$ cat src/design/savitzky_golay_fir_filter_core_macros.svh
// Assertion helpers shared by the filter modules.
// Both sample on the rising edge of clk and are off while rst_n is low.
`ifndef SAVITZKY_GOLAY_FIR_FILTER_CORE_MACROS_SVH
`define SAVITZKY_GOLAY_FIR_FILTER_CORE_MACROS_SVH

`define SGF_ASSERT(lbl, prop, msg) \
  lbl: assert property (@(posedge clk) disable iff (!rst_n) prop) else $error(msg);

`define SGF_ASSERT_NEVER(lbl, expr, msg) `SGF_ASSERT(lbl, !(expr), msg)

`endif

$ cat src/design/sgf_pkg.sv
package sgf_pkg;

  localparam int COEF_W    = 24;
  localparam int WIN_W     = 3;
  localparam int OUT_W     = 48;
  localparam int NUM_COEF  = 7;
  localparam int CNT_W     = 3;
  localparam int POS_W     = 5;
  localparam int CFG_IDX_W = 4;

  localparam logic [CNT_W-1:0] RES_CAP   = 3'd4;
  localparam logic [2:0]       SEEN_MAX  = 3'd7;
  localparam logic [WIN_W-1:0] WIN_RESET = 3'd5;

  localparam logic [CFG_IDX_W-1:0] CFG_WINDOW_SIZE = 4'd0;
  localparam logic [CFG_IDX_W-1:0] CFG_COEF_0      = 4'd1;
  localparam logic [CFG_IDX_W-1:0] CFG_COEF_6      = 4'd7;

  typedef enum logic [1:0] {
    STAT_OK      = 2'd0,
    STAT_SHORT   = 2'd1,
    STAT_BAD_WIN = 2'd2
  } sgf_status_t;

  typedef struct packed {
    logic        valid;
    logic        last;
    sgf_status_t status;
  } sgf_ctl_t;

endpackage

$ cat src/design/sgf_cell.sv
module sgf_cell #(
  parameter int MAX_TAPS    = 7,
  parameter int SAMPLE_BITS = 16
) (
  input  logic                                    clk,
  input  logic                                    rst_n,
  input  sgf_pkg::sgf_ctl_t                       up_ctl,
  input  logic [sgf_pkg::OUT_W-1:0]               up_sum,
  input  logic [MAX_TAPS-1:0][SAMPLE_BITS+1:0]    up_pads,
  output logic                                    up_ready,
  input  logic signed [sgf_pkg::COEF_W-1:0]       coef,
  output sgf_pkg::sgf_ctl_t                       dn_ctl,
  output logic [sgf_pkg::OUT_W-1:0]               dn_sum,
  output logic [MAX_TAPS-1:0][SAMPLE_BITS+1:0]    dn_pads,
  input  logic                                    dn_ready
);

  localparam int PAD_W  = SAMPLE_BITS + 2;
  localparam int PROD_W = PAD_W + sgf_pkg::COEF_W;

  sgf_pkg::sgf_ctl_t                ctl_r;
  logic [sgf_pkg::OUT_W-1:0]        sum_r;
  logic [MAX_TAPS-1:0][PAD_W-1:0]   pads_r;
  logic [MAX_TAPS-1:0][PAD_W-1:0]   pads_nxt;
  logic [sgf_pkg::OUT_W-1:0]        sum_nxt;
  logic signed [PROD_W-1:0]         prod;
  logic signed [63:0]               prod_ext;
  logic                             load;

  assign load     = !ctl_r.valid || dn_ready;
  assign up_ready = load;

  // this cell always weights the head tap; the rest move down one place
  assign prod     = $signed(up_pads[0]) * coef;
  assign prod_ext = 64'(prod);
  assign sum_nxt  = up_sum + prod_ext[sgf_pkg::OUT_W-1:0];

  always_comb begin
    for (int i = 0; i < MAX_TAPS - 1; i++) begin
      pads_nxt[i] = up_pads[i + 1];
    end
    pads_nxt[MAX_TAPS-1] = '0;
  end

  always_ff @(posedge clk) begin
    if (!rst_n) begin
      ctl_r <= '0;
    end else if (load) begin
      ctl_r <= up_ctl;
    end
  end

  always_ff @(posedge clk) begin
    if (load) begin
      sum_r  <= sum_nxt;
      pads_r <= pads_nxt;
    end
  end

  assign dn_ctl  = ctl_r;
  assign dn_sum  = sum_r;
  assign dn_pads = pads_r;

`include "savitzky_golay_fir_filter_core_macros.svh"

  `SGF_ASSERT(a_cell_hold, (ctl_r.valid && !dn_ready) |=> (ctl_r.valid && $stable(sum_r)), "cell item changed while stalled")

endmodule

$ cat config.mk
export PLATFORM = sky130hd
export DESIGN_NAME = sgf_cell
export DESIGN_NICKNAME = d
export VERILOG_FILES = /design/src/design/sgf_pkg.sv /design/src/design/sgf_cell.sv
export VERILOG_INCLUDE_DIRS = /design/src /design/src/design
export SDC_FILE = /design/constraint.sdc
export NUM_CORES = 1
export LEC_CHECK = 0
export BUFFER_PORTS_ARGS = -buffer_cell sky130_fd_sc_hd__clkbuf_2
export CAP_MARGIN = 5
export CORE_MARGIN = 10
export CORE_UTILIZATION = 57
export DETAILED_ROUTE_END_ITERATION = 7
export MAX_ROUTING_LAYER = met4
export PLACE_DENSITY = 0.81
export SLEW_MARGIN = 10
export SYNTH_ARGS = -nofsm -noshare
export SYNTH_HDL_FRONTEND = slang
export SYNTH_SLANG_ARGS = --single-unit
$ cat constraint.sdc
create_clock -name clk -period 9.5 [get_ports clk]
set_clock_uncertainty 0.05 [all_clocks]
set_input_delay 0.475 -clock clk [delete_from_list [all_inputs] [get_ports clk]]
set_output_delay 0.475 -clock clk [all_outputs]
set_load 0.05 [all_outputs]
* Word level (Yosys, flattened, before mapping)
Index checks and enable logic that the tools add are counted.
Cells by class: multipliers 1, reduce and logical (&&, ||, !) cells 2, add/sub/neg operators 1
Operators with widths (number):
- $add 48x48->48 | 1
- $mul 18x24->42 | 1
- $logic_not 1->1 | 1
- $logic_or 1x1->1 | 1
Word-level totals: bits in registers 160, word-level logic and storage cells 14

* Logic depth before layout (Yosys ltp)
Gate-level depths: netlist (run 1).
depth in word-level cells 2, depth in mapped cells 37, depth with buffers taken out 35

* Worst setup path after synthesis (run 1)
OpenSTA, ideal clock, no wires.
path kind input -> register, start input coef[9] (netlist name), end register sum_r (netlist bit dn_sum[47]) (data pin), setup time 0.268 ns, cell stages on the path 37, arrival time 8.269 ns, path buffers 3, path slack 0.914 ns, cell sequence clkbuf_1 clkbuf_1 nand2_1 fa_1 inv_1 fa_1 inv_1 fa_1 inv_1 fa_1 fa_1 inv_1 fa_1 inv_1 ha_1 a21oi_1 o21ai_0 a221oi_2 a31oi_1 a2111o_1 a211oi_2 nor3b_1 o21ai_1 nand2b_1 xor2_1 ha_1 clkbuf_1 a21oi_1 o21ai_1 a21o_1 a21o_1 a21o_1 a21oi_1 o21ai_0 a31o_2 a31oi_1 xnor3_1
On the way: cells in the longest elaborated chain, start to end 2
RTL lines:
- from (decl) | line sgf_cell.sv:11 | input logic signed [sgf_pkg::COEF_W-1:0] coef,
- $mul 18x24->42 | line sgf_cell.sv:34 | assign prod = $signed(up_pads[0]) * coef;
- $add 48x48->48 | line sgf_cell.sv:36 | assign sum_nxt = up_sum + prod_ext[sgf_pkg::OUT_W-1:0];
- net sum_nxt (one bit) | line sgf_cell.sv:25 | logic [sgf_pkg::OUT_W-1:0] sum_nxt;
- to (signal assigned) | line sgf_cell.sv:55 | sum_r <= sum_nxt;
- to (decl) | line sgf_cell.sv:22 | logic [sgf_pkg::OUT_W-1:0] sum_r;
The timed path passes the listed nets, and every way through them passes these cells. A chain may end at the register's enable or synchronous reset.

* Worst setup path in the final report (run 1)
start input up_pads[9] (netlist name), end register sum_r (netlist bit dn_sum[45]) (data pin)
On the way: cells in the longest elaborated chain, start to end 2
RTL lines:
- from (decl) | line sgf_cell.sv:9 | input logic [MAX_TAPS-1:0][SAMPLE_BITS+1:0] up_pads,
- $mul 18x24->42 | line sgf_cell.sv:34
- $add 48x48->48 | line sgf_cell.sv:36
- net sum_nxt (one bit) | line sgf_cell.sv:25
The timed path passes the listed nets, and every way through them passes these cells.

==> flow_summary_export.csv, run 1 <==
group,metric,value,unit
worst_hold_path,min_path_type,"in -> reg",
finish,fin_util,0.6452,
place,routabilityCongestion,0.9675,
clock_network,clkSinkCount,160,
route,vias,17022,
global_routing,grt.overflow.total,0,
timing,layout_min_cycle_time,8.958,ns
setup_path,start_kind,"primary input",
clock_network,cts_tree,"built",
die,io_pins,384,
setup_path,crit_path_start,"up_pads[9]",
setup_path,end_kind,"flop",
die,rows,73,
clock_network,cts-root-buf,"clkbuf_16",
route,via_per_inst,5.447,
yosys,synth_flop_cell,"edfxtp_1",
finish,synthToLayoutAreaGrowth,12.23,%
setup_path,r2r_slack,7.45,ns
timing,drv_slew,0,
die,die-height,220.0,um
route,dr.pass1.iters,5,
yosys,seq_area_frac_synth,0.2091,
clock_network,holdBufCountCts,0,
clock_network,clk_pin_slew_worst_paths,0.07,ns
yosys,ys_async_sr_fraction,0,
route,wire_per_inst,20.69,um
route,detail-route-antenna-nets,0,
timing,hold_violations,0,
clock_network,cts_max_level,4,
route,drtIter0Drc,1166,
global_routing,grt_max_degree,72,
global_routing,grt_pass1_wl,100500,um
timing,rsz0062_at_grt,"no",
yosys,synthCells,2270,
die,start_util,0.5749,
flow_run,cap_violations,0,
setup_path,worstPathArrival,9.09,ns
timing,relSlewSlack,0.4219,
clock_network,cts_buffer_depth,2,
route,drt_wl_total,64670,um
timing,setup_slack,0.5418,ns
timing,min_period_over_period,0.9430,
die,core-area,0.03964,sq mm
finish,nNetsFinal,3368,
setup_path,rr_worst_depth,2,
setup_path,required,9.63,ns
global_routing,grt_antenna_before_repair,4,
place,placed_area,0.02500,sq mm
yosys,synth.yosys.warnings,0,
place,dpl.hpwl,54530,um
setup_path,path_max_fanout,18,
place,io_buffer_count,365,
run_status,status,"complete, no violations",
route,drc,0,
global_routing,grtUsageTotal,0.2784,
setup_path,slowest_delay,0.58,ns
die,die_x,220.0,um
setup_path,cpMostUsedCell,"fa_1",
setup_path,r2r_start,"dn_ctl[3]$_SDFFE_PN0P_",
clock_network,worstSkewPairLatency,0.44,ns
finish,fin_area,0.02558,sq mm
finish,drive_above_1_share,0.1664,
place,dpl_worst_slack,0.3141,ns
yosys,netlist_area,0.02279,sq mm
setup_path,cp-endpoint,"dn_sum[45]$_DFFE_PP_",
clock_network,cts_resized,0,
timing,worst_pin_slew,0.8671,ns
timing,fin_tns_setup,0,ns
yosys,postSynthAreaPerCell,10.04,sq um
yosys,synth-edff-count,156,
timing,fmax,111.6,MHz
setup_path,regToRegEndpoint,"dn_pads[84]$_DFFE_PP_",
yosys,synth-seq-cells,160,
setup_path,critPathKind,"in -> reg",
yosys,synth_cell_types,67,
clock_network,postCtsSetupBuffers,0,
global_routing,first_global_vias,18715,
clock_network,cts_buffers,17,
die,die_area,0.04838,sq mm
timing,finalSetupViolations,0,
setup_path,cp_slowest_cell,"fa_1",
==> critical path: cells and delay by family <==
| kind | cells | cell delay (ns) |
|---|---|---|
| buf+inv | 6 | 1.09 |
| simple gates | 6 | 0.88 |
| compound gates | 12 | 2.61 |
| fa+ha+maj | 8 | 3.78 |
| xor+xnor | 2 | 0.22 |
==> through the flow <==
| step | hold WS, ns | std cells |
|---|---|---|
| floorplan | 0.5239 | 2287 |
| global placement | 0.4545 | 3089 |
| detailed placement | 0.4751 | 3089 |
| CTS | 0.1271 | 3121 |
| global route | 0.1382 | 3125 |
| finish | 0.1573 | 3125 |
==> area by class of cell <==
cell class              instances  area, sq um
multi-input cells            1521        15750
inverters                     505         1896
well taps                     525        656.9
fillers                      3223        14060
repair buffers                378         1924
clock buffers                  18        429.2
diodes                          4        10.01
flip-flops and latches        160         4765
clock inverters                14        142.6
==> routing by layer <==
layer | wire length, um | track usage | vias up | share of wire
li1 | - | - | 7562 | -
met1 | 23240 | 0.3071 | 8537 | 0.36
met2 | 33370 | 0.4881 | 774 | 0.52
met3 | 5552 | 0.05512 | 149 | 0.086
met4 | 2507 | 0.1089 | 0 | 0.039
met5 | 0 | - | - | 0
==> placed cells by master (no fill, tap or decap), drive strengths merged, types with 4 or more instances in the layout <==
cell type,instances
a21o,42
o21ai,46
and2,148
clkbuf,383
nand2,303
xor2,27
a31oi,8
xnor2,61
fa,426
buf,13
nand3,13
clkinv,4
nor2,58
a211oi,8
edfxtp,156
nor2b,8
a21oi,81
o211ai,4
inv,512
dfxtp,4
o21bai,12
o21a,11
nand4,11
diode,4
ha,154
o31ai,11
nor3,8
conb,18
nand2b,21
==> worst min-delay path by stage <==
stage,startpoint,to,slack [ns],depth (start not counted)
after floorplan,up_pads[18],dn_pads[0]$_DFFE_PP_,0.52,0
after global placement,dn_ctl[0]$_SDFFE_PN0P_,dn_ctl[0]$_SDFFE_PN0P_,0.45,2
after detailed placement,dn_ctl[0]$_SDFFE_PN0P_,dn_ctl[0]$_SDFFE_PN0P_,0.48,2
after CTS,up_pads[44],dn_pads[26]$_DFFE_PP_,0.13,1
after global routing,up_pads[80],dn_pads[62]$_DFFE_PP_,0.14,1
final,up_pads[101],dn_pads[83]$_DFFE_PP_,0.16,1
==> logic make-up after synthesis <==
logic type | count (synthesis) | share of synthesized area
muxes | 3 | 0.001318
adders and majority gates | 580 | 0.4587
xor gates and xnor gates | 89 | 0.03514
AOI/OAI and AO/OA | 245 | 0.07088
other | 1 | 0.0001645
DFF | 160 | 0.2091
buffers and inverters | 606 | 0.1028
and+or+nand+nor | 586 | 0.1219
==> cell usage after synthesis, drive strengths merged, types with 3 or more instances <==
master / instances / area [sq um]
a211oi: 8 / 65.06
o21a: 11 / 82.58
o211ai: 4 / 30.03
and2: 148 / 925.9
nor3: 8 / 45.04
ha: 154 / 1927
a31o: 3 / 26.28
edfxtp: 156 / 4684
o31a: 3 / 26.28
xnor2: 61 / 541.8
nand2: 303 / 1137
fa: 426 / 8528
nand3: 13 / 65.06
nor2b: 8 / 50.05
inv: 504 / 1892
clkbuf: 82 / 307.8
a21oi: 81 / 420.4
o21ai: 46 / 230.2
and4: 3 / 26.28
a21o: 42 / 315.3
xor2: 27 / 236.5
buf: 19 / 140.1
o2111ai: 3 / 32.53
a31oi: 8 / 56.30
o21bai: 12 / 90.09
dfxtp: 4 / 80.08
nor2: 58 / 222.7
o31ai: 11 / 111.4
mux2i: 3 / 30.03
nand2b: 21 / 131.4
nand4: 11 / 68.82
or3: 3 / 18.77
==> registers in the layout (all words and copies together) (netlist names) <==
signal   count
dn_pads    108
dn_sum      48
dn_ctl       4
Power of run 1 is not shown: default switching activity piles up to over one toggle a cycle in this logic, so the estimate is an artifact.
==> run 2: changes to the inputs <==
--- a/constraint.sdc
+++ b/constraint.sdc
@@ -4,2 +4,2 @@
 set_output_delay 0.475 -clock clk [all_outputs]
-set_load 0.05 [all_outputs]
+set_load 0.01 [all_outputs]
==> flow_summary_export.csv, run 2 (same netlist as run 1, synthesis figures left out) <==
group,metric,value,unit
clock_network,cts_buffer_depth,2,
finish,fill_cells,3151,
setup_path,cpMostUsedCell,"fa_1",
global_routing,grt.overflow.total,0,
global_routing,grt_pass1_wl,100500,um
die,core-area,0.03964,sq mm
setup_path,start_kind,"primary input",
setup_path,worstPathArrival,9.00,ns
clock_network,worstSkewPairLatency,0.43,ns
global_routing,grt_antenna_before_repair,4,
setup_path,slowest_delay,0.58,ns
place,placed_area,0.02500,sq mm
finish,layout_common_cells,"inv_1, fa_1, clkbuf_2, nand2_1, edfxtp_1",
die,io_pins,384,
timing,holdWs,0.1637,ns
die,start_util,0.5749,
flow_run,cap_violations,0,
timing,hold_violations,0,
clock_network,clk_pin_slew_worst_paths,0.07,ns
route,drtIter0Drc,1161,
route,drc,0,
die,die_area,0.04838,sq mm
setup_path,required,9.63,ns
setup_path,rr_worst_depth,2,
timing,drv_slew,0,
setup_path,critPathKind,"in -> reg",
timing,min_period_over_period,0.9337,
clock_network,postCtsSetupBuffers,0,
route,wire_per_inst,20.61,um
timing,finalSetupViolations,0,
timing,fin_tns_setup,0,ns
setup_path,end_kind,"flop",
clock_network,clkSinkCount,160,
finish,nNetsFinal,3368,
finish,largest_reg_flops,108,
global_routing,first_global_vias,18759,
die,die_x,220.0,um
route,detail-route-antenna-nets,0,
route,via_per_inst,5.468,
finish,fin_area,0.02562,sq mm
global_routing,grt_max_degree,72,
worst_hold_path,holdPathStages,1,
route,vias,17086,
finish,drive_above_1_share,0.1664,
timing,relSlewSlack,0.4243,
place,io_buffer_count,365,
timing,setup_slack,0.6300,ns
clock_network,cts_tree,"built",
timing,layout_min_cycle_time,8.870,ns
setup_path,path_max_fanout,18,
setup_path,cp_slowest_cell,"fa_1",
timing,rsz0062_at_grt,"no",
die,rows,73,
clock_network,cts_resized,0,
place,routabilityCongestion,0.9678,
finish,final_common_cell,"inv_1",
global_routing,grtUsageTotal,0.2769,
clock_network,cts_max_level,4,
clock_network,holdBufCountCts,0,
place,dpl.hpwl,54280,um
clock_network,cts_buffers,17,
run_status,status,"complete, no violations",
route,drt_wl_total,64420,um
timing,fmax,112.7,MHz
route,dr.pass1.iters,7,
place,dpl_worst_slack,0.3495,ns
die,die-height,220.0,um
clock_network,cts-root-buf,"clkbuf_16",
timing,worst_pin_slew,0.8635,ns
worst_hold_path,min_path_type,"in -> reg",
finish,synthToLayoutAreaGrowth,12.41,%
[run 2: changes by cell type in the layout (fill, tap and decap cells not counted)]
cell,delta
clkinv_4,+1
inv_6,-1
clkinv_2,-1
clkinv_8,+2
bufinv_16,+1
clkinvlp_4,-2
clkbuf_1,-1
clkinv_1,+1
[run 2: critical path, delay by kind of cell]
kind,cells,cell delay (ns)
AOI/OAI and AO/OA,12,2.55
adders and majority gates,8,3.77
buffers and inverters,6,1.08
xor gates and xnor gates,2,0.22
and+or+nand+nor,6,0.87
[run 2: area by class of cell]
| type | instances | area [sq um] | area share |
|---|---|---|---|
| Clock inverter | 15 | 188.9 | 0.007374 |
| Tap cell | 525 | 656.9 | 0.02564 |
| Clock buffer | 17 | 425.4 | 0.01660 |
| Sequential cell | 160 | 4765 | 0.1860 |
| Timing Repair Buffer | 378 | 1924 | 0.07511 |
| Multi-Input combinational cell | 1521 | 15750 | 0.6149 |
| Antenna cell | 4 | 10.01 | 0.0003907 |
| Inverter | 505 | 1896 | 0.07399 |
[run 2: worst paths after layout]
path	startpoint	end	slack (ns)
max	up_pads[9]	dn_sum[45]$_DFFE_PP_	0.63
max reg2reg	dn_ctl[3]$_SDFFE_PN0P_	dn_pads[31]$_DFFE_PP_	7.41
min reg2reg	dn_ctl[0]$_SDFFE_PN0P_	dn_ctl[0]$_SDFFE_PN0P_	0.51
min	up_pads[92]	dn_pads[74]$_DFFE_PP_	0.16
[run 2: metal layers]
layer | part of all wire | global-route usage | wire [um] | vias up
met1 | 0.36 | 0.3096 | 23400 | 8540
li1 | - | - | - | 7557
met3 | 0.083 | 0.04923 | 5355 | 172
met5 | 0 | - | 0 | -
met4 | 0.045 | 0.1233 | 2898 | 0
met2 | 0.51 | 0.4783 | 32760 | 817
[run 2: through the flow]
step / std cells / util
6_report: 3125 / 0.6463
5_1_grt: 3125 / 0.6463
4_1_cts: 3121 / 0.6460
3_5_place_dp: 3089 / 0.6305
3_3_place_gp: 3089 / 0.6305
2_1_floorplan: 2287 / -
Power of run 2 is left out for the same reason.
