==> src/design/savitzky_golay_fir_filter_core_macros.svh <==
// Assertion helpers shared by the filter modules.
// Both sample on the rising edge of clk and are off while rst_n is low.
`ifndef SAVITZKY_GOLAY_FIR_FILTER_CORE_MACROS_SVH
`define SAVITZKY_GOLAY_FIR_FILTER_CORE_MACROS_SVH

`define SGF_ASSERT(lbl, prop, msg) \
  lbl: assert property (@(posedge clk) disable iff (!rst_n) prop) else $error(msg);

`define SGF_ASSERT_NEVER(lbl, expr, msg) `SGF_ASSERT(lbl, !(expr), msg)

`endif

==> src/design/sgf_pkg.sv <==
package sgf_pkg;

  localparam int COEF_W    = 24;
  localparam int WIN_W     = 3;
  localparam int OUT_W     = 48;
  localparam int NUM_COEF  = 7;
  localparam int CNT_W     = 3;
  localparam int POS_W     = 5;
  localparam int CFG_IDX_W = 4;

  localparam logic [CNT_W-1:0] RES_CAP   = 3'd4;
  localparam logic [2:0]       SEEN_MAX  = 3'd7;
  localparam logic [WIN_W-1:0] WIN_RESET = 3'd5;

  localparam logic [CFG_IDX_W-1:0] CFG_WINDOW_SIZE = 4'd0;
  localparam logic [CFG_IDX_W-1:0] CFG_COEF_0      = 4'd1;
  localparam logic [CFG_IDX_W-1:0] CFG_COEF_6      = 4'd7;

  typedef enum logic [1:0] {
    STAT_OK      = 2'd0,
    STAT_SHORT   = 2'd1,
    STAT_BAD_WIN = 2'd2
  } sgf_status_t;

  typedef struct packed {
    logic        valid;
    logic        last;
    sgf_status_t status;
  } sgf_ctl_t;

endpackage

==> src/design/sgf_issue.sv <==
module sgf_issue #(
  parameter int MAX_TAPS    = 7,
  parameter int SAMPLE_BITS = 16
) (
  input  logic                                    clk,
  input  logic                                    rst_n,
  input  logic                                    in_tvalid,
  output logic                                    in_tready,
  input  logic signed [SAMPLE_BITS-1:0]           sample,
  input  logic                                    in_tlast,
  input  logic [sgf_pkg::WIN_W-1:0]               win_size,
  output sgf_pkg::sgf_ctl_t                       dn_ctl,
  output logic [MAX_TAPS-1:0][SAMPLE_BITS+1:0]    dn_pads,
  input  logic                                    dn_ready
);

  localparam int PAD_W = SAMPLE_BITS + 2;
  localparam int IDX_W = (MAX_TAPS > 1) ? $clog2(MAX_TAPS) : 1;
  localparam logic [sgf_pkg::WIN_W-1:0] MAX_W = sgf_pkg::WIN_W'(MAX_TAPS);

  logic signed [SAMPLE_BITS-1:0]      win_r [MAX_TAPS];
  logic [2:0]                         seen_r;
  logic                               stream_r;
  logic [sgf_pkg::CNT_W-1:0]          cnt_r;
  logic [sgf_pkg::WIN_W-1:0]          t_r;
  logic                               fin_r;
  sgf_pkg::sgf_status_t               err_r;
  sgf_pkg::sgf_ctl_t                  ctl_r;
  logic [MAX_TAPS-1:0][PAD_W-1:0]     pads_r;
  logic [MAX_TAPS-1:0][PAD_W-1:0]     pads_nxt;

  logic                               w_ok;
  logic [sgf_pkg::WIN_W-1:0]          half;
  logic [2:0]                         seen_nxt;
  logic                               in_acc;
  logic                               iss_load;
  logic                               acc_any;
  logic                               acc_stream;
  logic [sgf_pkg::WIN_W-1:0]          acc_first;
  logic [sgf_pkg::WIN_W-1:0]          acc_last;
  logic [sgf_pkg::WIN_W-1:0]          acc_span;
  logic [sgf_pkg::CNT_W-1:0]          acc_cnt;
  sgf_pkg::sgf_status_t               acc_err;

  assign w_ok     = win_size[0] && (win_size <= MAX_W);
  assign half     = win_size >> 1;
  assign seen_nxt = (seen_r == sgf_pkg::SEEN_MAX) ? seen_r : seen_r + 3'd1;
  assign iss_load = !ctl_r.valid || dn_ready;
  assign in_tready = (cnt_r == '0) || ((cnt_r == sgf_pkg::CNT_W'(1)) && iss_load);
  assign in_acc   = in_tvalid && in_tready;

  // results due for the arriving sample: a range of output positions or one error
  always_comb begin
    acc_any    = 1'b0;
    acc_stream = stream_r;
    acc_first  = '0;
    acc_last   = '0;
    acc_err    = sgf_pkg::STAT_OK;
    if (w_ok) begin
      if (!stream_r) begin
        if (seen_nxt >= win_size) begin
          acc_any    = 1'b1;
          acc_stream = 1'b1;
          acc_last   = in_tlast ? win_size - 3'd1 : half;
        end else if (in_tlast) begin
          acc_any = 1'b1;
          acc_err = sgf_pkg::STAT_SHORT;
        end
      end else begin
        acc_any   = 1'b1;
        acc_first = half;
        acc_last  = in_tlast ? win_size - 3'd1 : half;
      end
    end else if (in_tlast) begin
      acc_any = 1'b1;
      acc_err = sgf_pkg::STAT_BAD_WIN;
    end
    if (in_tlast) begin
      acc_stream = 1'b0;
    end
    acc_span = acc_last - acc_first + 3'd1;
    if (!acc_any) begin
      acc_cnt = '0;
    end else if (acc_span > sgf_pkg::RES_CAP) begin
      acc_cnt = sgf_pkg::RES_CAP;
    end else begin
      acc_cnt = acc_span;
    end
  end

  // padded window for output position t_r; ends pad to edge -/+ |mirror - edge|
  always_comb begin
    logic signed [sgf_pkg::POS_W-1:0] q;
    logic signed [sgf_pkg::POS_W-1:0] wl;
    logic signed [sgf_pkg::POS_W-1:0] m;
    logic signed [sgf_pkg::POS_W-1:0] idx;
    logic signed [PAD_W-1:0]          val;
    logic signed [PAD_W-1:0]          edge_v;
    logic signed [PAD_W-1:0]          diff;
    logic signed [PAD_W-1:0]          mag;
    q      = '0;
    m      = '0;
    idx    = '0;
    val    = '0;
    edge_v = '0;
    diff   = '0;
    mag    = '0;
    wl = $signed({2'b00, win_size}) - 5'sd1;
    for (int j = 0; j < MAX_TAPS; j++) begin
      q = $signed({2'b00, t_r} + sgf_pkg::POS_W'(j) - {2'b00, half});
      pads_nxt[j] = '0;
      if (err_r == sgf_pkg::STAT_OK && sgf_pkg::WIN_W'(j) < win_size) begin
        if (q < 0) begin
          m = -q;
        end else if (q > wl) begin
          m = (wl <<< 1) - q;
        end else begin
          m = q;
        end
        idx = wl - m;
        val = PAD_W'(win_r[idx[IDX_W-1:0]]);
        if (q < 0) begin
          edge_v = PAD_W'(win_r[wl[IDX_W-1:0]]);
        end else begin
          edge_v = PAD_W'(win_r[0]);
        end
        diff = val - edge_v;
        mag  = (diff < 0) ? -diff : diff;
        if (q < 0) begin
          pads_nxt[j] = edge_v - mag;
        end else if (q > wl) begin
          pads_nxt[j] = edge_v + mag;
        end else begin
          pads_nxt[j] = val;
        end
      end
    end
  end

  always_ff @(posedge clk) begin
    if (!rst_n) begin
      seen_r   <= '0;
      stream_r <= 1'b0;
      cnt_r    <= '0;
      ctl_r    <= '0;
    end else begin
      if (iss_load) begin
        ctl_r.valid  <= (cnt_r != '0);
        ctl_r.last   <= fin_r && (cnt_r == sgf_pkg::CNT_W'(1));
        ctl_r.status <= err_r;
      end
      if (in_acc) begin
        seen_r   <= in_tlast ? 3'd0 : seen_nxt;
        stream_r <= acc_stream;
        cnt_r    <= acc_cnt;
      end else if (iss_load && cnt_r != '0) begin
        cnt_r <= cnt_r - sgf_pkg::CNT_W'(1);
      end
    end
  end

  always_ff @(posedge clk) begin
    if (iss_load) begin
      pads_r <= pads_nxt;
    end
    if (in_acc) begin
      win_r[0] <= sample;
      for (int k = 1; k < MAX_TAPS; k++) begin
        win_r[k] <= win_r[k - 1];
      end
      t_r   <= acc_first;
      fin_r <= in_tlast;
      err_r <= acc_err;
    end else if (iss_load && cnt_r != '0) begin
      t_r <= t_r + 3'd1;
    end
  end

  assign dn_ctl  = ctl_r;
  assign dn_pads = pads_r;

`include "savitzky_golay_fir_filter_core_macros.svh"

  `SGF_ASSERT_NEVER(a_cnt_cap, cnt_r > sgf_pkg::RES_CAP, "more results pending than one item may give")
  `SGF_ASSERT(a_err_last, (ctl_r.valid && ctl_r.status != sgf_pkg::STAT_OK) |-> ctl_r.last, "error result not marked last")
  `SGF_ASSERT(a_iss_hold, (ctl_r.valid && !dn_ready) |=> (ctl_r.valid && $stable(pads_r)), "issued window changed while stalled")

endmodule
==> config.mk <==
export PLATFORM = sky130hd
export DESIGN_NAME = sgf_issue
export DESIGN_NICKNAME = d
export VERILOG_FILES = /design/src/design/sgf_pkg.sv /design/src/design/sgf_issue.sv
export VERILOG_INCLUDE_DIRS = /design/src /design/src/design
export SDC_FILE = /design/constraint.sdc
export NUM_CORES = 1
export LEC_CHECK = 0
export BUFFER_PORTS_ARGS = -buffer_cell sky130_fd_sc_hd__buf_4
export CAP_MARGIN = 20
export CORE_MARGIN = 2
export CORE_UTILIZATION = 55
export CTS_BUF_LIST = sky130_fd_sc_hd__clkbuf_8
export DETAILED_ROUTE_END_ITERATION = 6
export GPL_TIMING_DRIVEN = 0
export PLACE_DENSITY = 0.79
export SYNTH_ARGS = -nofsm -noshare
export SYNTH_HDL_FRONTEND = slang
export SYNTH_SLANG_ARGS = --single-unit
==> constraint.sdc <==
create_clock -name clk -period 14.15 [get_ports clk]
set_input_delay 1.415 -clock clk [delete_from_list [all_inputs] [get_ports clk]]
set_output_delay 1.415 -clock clk [all_outputs]
set_load 0.05 [all_outputs]
== Word-level counts from Yosys, hierarchy flattened ==
Memories as Yosys holds them, arrays and structs flattened.
Cells that the tools add are included.
W data, S select, Z words.

* Output and inout bits: 131
* Bits in registers: 143
* Memories: 1
* RAM bits: 112

{| class="wikitable"
|+ Memory list
! memory !! words !! bits a word !! read ports !! clocked after memory_dff !! wr ports !! line !! RTL
|-
| win_r || 7 || 16 || 14 || 0 || 7 || sgf_issue.sv:21 || <nowiki>logic signed [SAMPLE_BITS-1:0] win_r [MAX_TAPS];</nowiki>
|}

* Magnitude comparators: 31
* Mux-type cells: 85
* Eq/ne operators: 2
* Reduce and logical (&&, ||, !) cells: 21
* $add $sub $neg: 69

{| class="wikitable"
|+ Operators by type and width
! cell !! number
|-
| $mux W18 || 35
|-
| $add A18 B18 Y18 || 7
|-
| $lt A18 B1 Y1 const B || 7
|-
| $neg A18 Y18 || 7
|-
| $sub A16 B18 Y18 || 7
|-
| $sub A18 B18 Y18 || 7
|-
| $mux W3 || 34
|-
| $sub A3 B3 Y3 || 15
|-
| $gt A5 B4 Y1 || 6
|-
| $lt A5 B1 Y1 const B || 6
|-
| $sub A4 B2 Y5 || 6
|-
| $neg A3 Y3 || 7
|-
| $mux W1 || 13
|-
| $add A3 B3 Y4 const B || 3
|-
| $logic_and A1 B1 Y1 || 12
|-
| $add A3 B1 Y3 const B || 3
|-
| $lt A3 B3 Y1 const A || 3
|-
| $add A3 B2 Y4 const B || 2
|-
| $lt A1 B3 Y1 const A || 2
|-
| $lt A2 B3 Y1 const A || 2
|-
| $mux W2 || 3
|-
| $sub A3 B1 Y3 const B || 2
|-
| $add A3 B1 Y4 const B || 1
|-
| $gt A4 B4 Y1 || 1
|-
| other kinds (15) || 17
|}

== Logic depth before layout (Yosys ltp) ==
Gate-level depths: netlist (run 1).
An unclocked memory read counts as a cell.

* Word-level depth: 14
* Mapped depth: 56
* Mapped depth without buffers: 48

== Worst setup path before layout (run 1) ==
No wires, ideal clock.

* Path kind: in2reg
* Start: input port win_size[0] (netlist name)
* End: register pads_r (netlist bit dn_pads[125]) (data pin)
* Stages on the path: 48
* Arrival: 12.814 ns
* Library setup time: 0.259 ns
* Data required time: 13.891 ns
* Setup slack: 1.077 ns
* Cell sequence: buf_4 > buf_12 > clkbuf_1 > inv_1 > ha_1 > xnor2_4 > clkbuf_1 > buf_1 > ha_1 > a21o_1 > a21oi_1 > nand2_1 > o21ai_0 > clkbuf_1 > o21ai_0 > fa_1 > xor2_1 > xnor2_1 > [12 not listed] > o2111ai_1 > a21o_1 > o21ai_0 > o21ai_0 > ha_1 > a21o_1 > a21oi_1 > o21bai_1 > a21oi_1 > o21bai_1 > a21oi_1 > o21ai_0 > a2111oi_0 > nor3_1 > a2111oi_0 > o2bb2ai_1 > xnor2_1 > o21bai_1

* Word-level cells in the longest chain between the ends: 13

{| class="wikitable"
|+ RTL lines
! what !! line !! RTL
|-
| start: declaration || sgf_issue.sv:11 || <nowiki>input logic [sgf_pkg::WIN_W-1:0] win_size,</nowiki>
|-
| $sub A3 B1 Y4 || sgf_issue.sv:108 || <nowiki>wl = $signed({2'b00, win_size}) - 5'sd1;</nowiki>
|-
| $gt A5 B4 Y1 or $sub A3 B3 Y3 (tied branches) || sgf_issue.sv:115, sgf_issue.sv:131, sgf_issue.sv:116 ||
|-
| $mux W3 || sgf_issue.sv:115 || <nowiki>end else if (q > wl) begin</nowiki>
|-
| $mux W3 || sgf_issue.sv:113 || <nowiki>if (q < 0) begin</nowiki>
|-
| $mux W3 || sgf_issue.sv:112 || <nowiki>if (err_r == sgf_pkg::STAT_OK && sgf_pkg::WIN_W'(j) < win_size) begin</nowiki>
|-
| $sub A3 B3 Y3 || sgf_issue.sv:120 || <nowiki>idx = wl - m;</nowiki>
|-
| $mem_v2 Z7 W16 || n/a ||
|-
| $sub A16 B18 Y18 || sgf_issue.sv:127 || <nowiki>diff = val - edge_v;</nowiki>
|-
| $neg A18 Y18 or $lt A18 B1 Y1 (tied branches) || sgf_issue.sv:128 || <nowiki>mag = (diff < 0) ? -diff : diff;</nowiki>
|-
| $mux W18 || sgf_issue.sv:128 ||
|-
| $add A18 B18 Y18 || sgf_issue.sv:132 || <nowiki>pads_nxt[j] = edge_v + mag;</nowiki>
|-
| $mux W18 || sgf_issue.sv:131 || <nowiki>end else if (q > wl) begin</nowiki>
|-
| $mux W18 || sgf_issue.sv:129 || <nowiki>if (q < 0) begin</nowiki>
|-
| end signal: assignment || sgf_issue.sv:164 || <nowiki>pads_r <= pads_nxt;</nowiki>
|-
| end: declaration || sgf_issue.sv:29 || <nowiki>logic [MAX_TAPS-1:0][PAD_W-1:0] pads_r;</nowiki>
|}

Parallel ways exist; a longest one is shown, timed or not. The select of a mux whose other input is x is not followed.
A chain may end at the register's enable or synchronous reset.

== Worst setup path in the final report (run 1) ==
* Start: input port win_size[0] (netlist name)
* End: register pads_r (netlist bit dn_pads[50]) (data pin)

Same word-level chain as after synthesis.

==> results of run 1 <==
[through the flow]
step | area (um2) | cells
floorplan | 32600 | 3601
global placement | 34800 | 4528
detailed placement | 34900 | 4539
CTS | 36000 | 4622
global route | 36100 | 4628
finish | 36100 | 4629
[cells in the mapped netlist (23+ instances only)]
master and number:
o21a_1 41, a221o_1 23, and2_1 25, mux4_2 124, ha_1 341, mux2_2 88
buf_1 23, and3_1 27, clkbuf_1 107, xnor2_1 205, edfxtp_1 244, xor2_1 117
nand3_1 58, nand2b_1 40, fa_1 32, mux2i_1 95, inv_1 231, a21oi_1 274
nor3_1 73, or3_1 26, nor2_1 397, a211oi_1 58, o21ai_0 191, a31oi_1 23
nor2b_1 56, o21bai_1 53, a21o_1 80, nand2_1 210
[sequential cells by signal, summed over array words and instances (netlist names)]
register / flops
dn_pads: 126
dn_ctl: 4
stream_r: 1
seen_r: 3
err_r: 2
t_r: 3
win_r: 112
fin_r: 1
cnt_r: 3
[layer usage]
layer / vias to the layer above / GRT usage (%) / share of wire [%] / routed length, um
met4: 4 / 20.2 / 6.8 / 7590
met3: 371 / 11.2 / 13 / 14800
met1: 14400 / 46.7 / 38 / 42500
li1: 13800 / - / - / -
met5: - / 0 / 0.036 / 40
met2: 1909 / 52.8 / 42 / 46800
[layout make-up]
type	instances	share of cell area (%)
timing repair buffer	174	3.95
clock buffer	57	2.17
multi-input combinational	2972	65.7
buffer	134	1.59
antenna	1	0.00693
inverter	236	2.47
sequential	255	20.9
clock inverter	27	0.575
tap	773	2.68
[cell families (layout without fill, tap and decap cells)]
kind of cell	count (synthesis)	in the layout	synth area share [%]
AOI/OAI and AO/OA	977	977	19.9
xor gates and xnor gates	325	325	8.85
adders and majority gates	373	373	15.0
buffers and inverters	374	628	4.41
DFF	255	255	23.1
muxes	308	308	14.5
other	0	1	0
and+or+nand+nor	989	989	14.1
[worst paths after layout]
kind / to / slack, ps
max: dn_pads[50]$_SDFFCE_PN0N_ / 570
min: dn_ctl[2]$_SDFFE_PN0N_ / 470
min reg2reg: dn_ctl[2]$_SDFFE_PN0N_ / 470
max reg2reg: dn_pads[50]$_SDFFCE_PN0N_ / 1450
[worst max-delay path: cells and delay by family]
family | cells | cell delay, ps
adder cells (fa/ha/maj) | 5 | 1810
XOR/XNOR | 3 | 580
AND/OR/NAND/NOR | 8 | 1110
AO/OA/AOI/OAI | 22 | 5610
multiplexers | 1 | 560
buffers and inverters | 11 | 2860
[what timing repair did]
action | CTS | global route
resized for setup | 17 | 38
setup buffers | 1 | 3
cloned | 0 | 0
hold buffers | 0 | 0
setup endpoints to repair | 86 | 51
endpoints found under the hold margin | 0 | 0
pin swaps | 1 | 2
==> out/results.ini, run 1 <==
[min_path]
whs_path_depth = 2
worstHoldStart = dn_ctl[2]$_SDFFE_PN0N_
hp-class = register to register

[detailed_routing]
viasPerCell = 6.60
wl_per_cell_um = 24.1
antenna_left = 0
num_vias = 30500
wl_um = 112000
drt_first_pass_iters = 7
drc = 13
drt-initial-drc-count = 3768

[logic_synthesis]
synth.area.top_cells = edfxtp_1 (22%), ha_1 (13%), mux4_2 (8.6%)
yosysTopAreaCellShare_pct = 22.5
synthesis.nets = 3998
synth_ff_type = edfxtp_1
synth_area_per_cell_um2 = 9.06
yosysTopAreaCell = edfxtp_1
ys_seq_elements = 255
yosysSeqAreaShare_pct = 23.1
async_flop_share_pct = 0
synth_area_mm2 = 0.0326
ys_warn_count = 0
synth_edf_count = 244
syn_inst = 3601
synth_cell_types = 105

[worst_setup_path]
end_kind = register
worst_setup_path_start_kind = input port
cp.required_ps = 14580
crit_type = input port to register
critPathSlowestCell = mux4_2
slowest_delay_ps = 560
cpMostUsedCell = a21oi_1
timing.rr.start = t_r[1]$_DFFE_PP_
cp_data_arrival_time_ps = 14010
cp_max_fo = 19
setup.worst_path.start = win_size[0]
reg2regPathDepth = 48

[floorplanning]
die_width_um = 248
core_mm2 = 0.0588
dieArea_mm2 = 0.0613
num_rows = 89
start_util_pct = 55.5
ios = 155
die_h_um = 248

[global_routing]
grt.total_usage_pct = 35.9
antenna_found_initial = 2
grt_pass1_wl_um = 166000
globalRoute.totalOverflow = 0
grt_max_degree = 82
grt_pass1_vias = 27700

[timing]
slew_headroom_pct = 11.6
worstMarginPinSlew_ps = 1330
skew_ps = 65.8
worst_slack_ps = 573
hold_ws_ps = 472
period_share_pct = 95.9
finalCriticalPeriod_ps = 13580
setup-tns-final_ps = 0
fmax_ghz = 0.0737
finalMaxSlewViolations = 0
finalHoldViolations = 0
setup_viol = 0

[final_layout]
nFillCells = 5034
final_core_util_pct = 61.5
multi_input_area_mm2 = 0.0237
final_common_cell = nor2_1
fin_nets = 4217
regArea_mm2 = 0.00755
areaGrowthSynthToFinish_pct = 10.7
layout_common_cells = nor2_1 (397), ha_1 (341), a21oi_1 (273), inv_1 (245), edfxtp_1 (244)
layout-drive-gt1-share_pct = 14.0

[cts]
cts_tree = built
clkTransAtPathRegs_ps = 60
cts_num_sinks = 255
cts_buffers = 47
clock_latency_ps = 720
clock_path_buffers = 3
htreeDepth = 2
cts-root-buf = clkbuf_8

[job]
max_cap_viol_count = 0

[placed_design]
portBuffers = 154
gp_congestion = 1.08
hpwl_um = 86000
place_ws_ps = -2650

[run_status]
violations = design-rule violations
status = complete, but fails checks

Power of run 1 is left out: the tool's default activity adds up to more than one toggle a clock period on the data nets, which glitch-free logic cannot reach.
==> run 2: changes to the inputs <==
CORE_ASPECT_RATIO = 0.5   (was unset)
CORE_UTILIZATION = 50   (was 55)
PLACE_DENSITY = 0.73   (was 0.79)
==> out/results.ini, run 2 (synthesis results as in run 1) <==
[cts]
cts_buffers = 42  ; -11%
cts-root-buf = clkbuf_8
clock_latency_ps = 710  ; about the same
clkTransAtPathRegs_ps = 70  ; about the same
cts_tree = built
htreeDepth = 2  ; unchanged
clock_path_buffers = 3  ; unchanged
hold_buffers = 0  ; unchanged
cts_num_sinks = 255  ; unchanged
cts_setup_buffers = 0  ; -1

[placed_design]
portBuffers = 154  ; unchanged
place_ws_ps = -2870  ; -217 ps
gp_congestion = 1.07  ; -0.91%
hpwl_um = 97800  ; +14%

[timing]
rsz0062_at_grt = no
fmax_ghz = 0.0735  ; -0.21%
finalCriticalPeriod_ps = 13600  ; +28.0 ps
setup_viol = 0  ; unchanged
finalHoldViolations = 0  ; unchanged
worstMarginPinSlew_ps = 1310  ; -17.7 ps
skew_ps = 73.6  ; +7.79 ps
setup-tns-final_ps = 0  ; unchanged
worst_slack_ps = 545  ; -28.0 ps
slew_headroom_pct = 12.8  ; +1.2 points
finalMaxSlewViolations = 0  ; unchanged
period_share_pct = 96.1  ; +0.20 points

[worst_setup_path]
cp.required_ps = 14610  ; +30 ps
cpMostUsedCell = ha_1
worstReg2RegEnd = dn_pads[53]$_SDFFCE_PN0N_
slowest_delay_ps = 640  ; +80 ps
end_kind = register
r2r_slack_ps = 1510  ; +60 ps
cp_data_arrival_time_ps = 14060  ; +50 ps
reg2regPathDepth = 49  ; +2.1%
crit_type = input port to register
cp_max_fo = 10  ; -9
timing.rr.start = t_r[1]$_DFFE_PP_
worst_setup_path_start_kind = input port
critPathSlowestCell = mux4_2

[detailed_routing]
antenna_left = 0  ; unchanged
wl_per_cell_um = 26.2  ; +8.5%
viasPerCell = 6.52  ; -1.2%
num_vias = 30900  ; +1.1%
wl_um = 124000  ; +11%
drt_first_pass_iters = 6  ; -1
drc = 0  ; -13
drt-initial-drc-count = 4010  ; +6.4%

[floorplanning]
core_mm2 = 0.0647  ; +10%
ios = 155  ; unchanged
start_util_pct = 50.4  ; -5.1 points
die_h_um = 185  ; -25%
num_rows = 66  ; -26%
die_width_um = 365  ; +48%
dieArea_mm2 = 0.0675  ; +10%

[min_path]
min_to = dn_ctl[0]$_SDFFE_PN0N_
whs_path_depth = 2  ; unchanged
hp-class = register to register
worstHoldStart = dn_ctl[0]$_SDFFE_PN0N_

[global_routing]
grt_pass1_vias = 28200  ; +1.7%
grt_pass1_wl_um = 180000  ; +8.2%
globalRoute.totalOverflow = 0  ; unchanged
grt_max_degree = 68  ; -17%
antenna_found_initial = 7  ; +5
grt.total_usage_pct = 36.1  ; +0.20 points

[final_layout]
layout-drive-gt1-share_pct = 14.3  ; +0.36 points
layout_common_cells = nor2_1 (396), ha_1 (341), a21oi_1 (269), edfxtp_1 (244), inv_1 (241)
largest_register_ffs = 126  ; unchanged
fin_nets = 4213  ; -0.095%
nFillCells = 5848  ; +16%
final_core_util_pct = 56.1  ; -5.4 points
areaGrowthSynthToFinish_pct = 11.3
final_common_cell = nor2_1

[job]
max_cap_viol_count = 0  ; unchanged

[run_status]
status = completed

==> run 2: cell count changes in the layout (fill, tap and decap cells not counted), sizes merged <==
cell | before | now
buf | 200 | 202
diode | 1 | 3
clkinv | 8 | 13
inv | 252 | 246
clkinvlp | 1 | 2
bufinv | 2 | 6
clkbuf | 165 | 152
==> run 2: per-layer routing <==
metal | up-vias | routed length, um | track usage [%]
li1 | 13800 | - | -
met1 | 15000 | 52100 | 50.2
met2 | 1826 | 49300 | 50.0
met3 | 257 | 18600 | 15.2
met4 | 4 | 3910 | 11.8
met5 | - | 34 | 0
==> run 2: layout make-up <==
class	count	area, um2	share of cell area, %
Buffer	132	574	1.58
Clock buffer	45	619	1.71
Sequential cell	255	7550	20.8
Multi-Input combinational cell	2972	23800	65.6
Inverter	236	895	2.46
Tap cell	884	1110	3.05
Timing Repair Buffer	177	1420	3.90
Antenna cell	3	7.51	0.0207
Clock inverter	31	317	0.872
==> run 2: stage by stage <==
stage | instance area [um2] | instances | hold slack, ps
after floorplan | 32600 | 3601 | 481
after global placement | 34900 | 4639 | 455
final | 36300 | 4735 | 463
after detailed placement | 35100 | 4655 | 459
after global routing | 36300 | 4733 | 491
after CTS | 36100 | 4729 | 469
==> run 2: how the worst max path moves through the flow <==
stage | cells past startpoint | slack [ps] | endpoint | from
floorplan | 48 | 1080 | dn_pads[125]$_SDFFCE_PN0N_ | win_size[0]
global placement | 47 | -3380 | dn_pads[125]$_SDFFCE_PN0N_ | win_size[0]
detailed placement | 55 | -2870 | dn_pads[16]$_SDFFCE_PN0N_ | win_size[0]
CTS | 49 | 40 | dn_pads[70]$_SDFFCE_PN0N_ | win_size[0]
global route | 52 | 6 | dn_pads[53]$_SDFFCE_PN0N_ | win_size[2]
finish | 52 | 550 | dn_pads[53]$_SDFFCE_PN0N_ | win_size[2]
==> run 2: worst max-delay path: cells and delay by family <==
kind                       cells  cell delay, ps
muxes                          1             640
buffers and inverters         12            2780
adders and majority gates      6            2200
and+or+nand+nor               11            1680
xor gates and xnor gates       3             660
AOI/OAI and AO/OA             19            4610
==> run 2: what timing repair did <==
item	in CTS	in global routing
hold endpoints to repair	0	0
resized for setup	28	55
endpoints found under the setup margin	89	50
Power of run 2 is left out for the same reason.
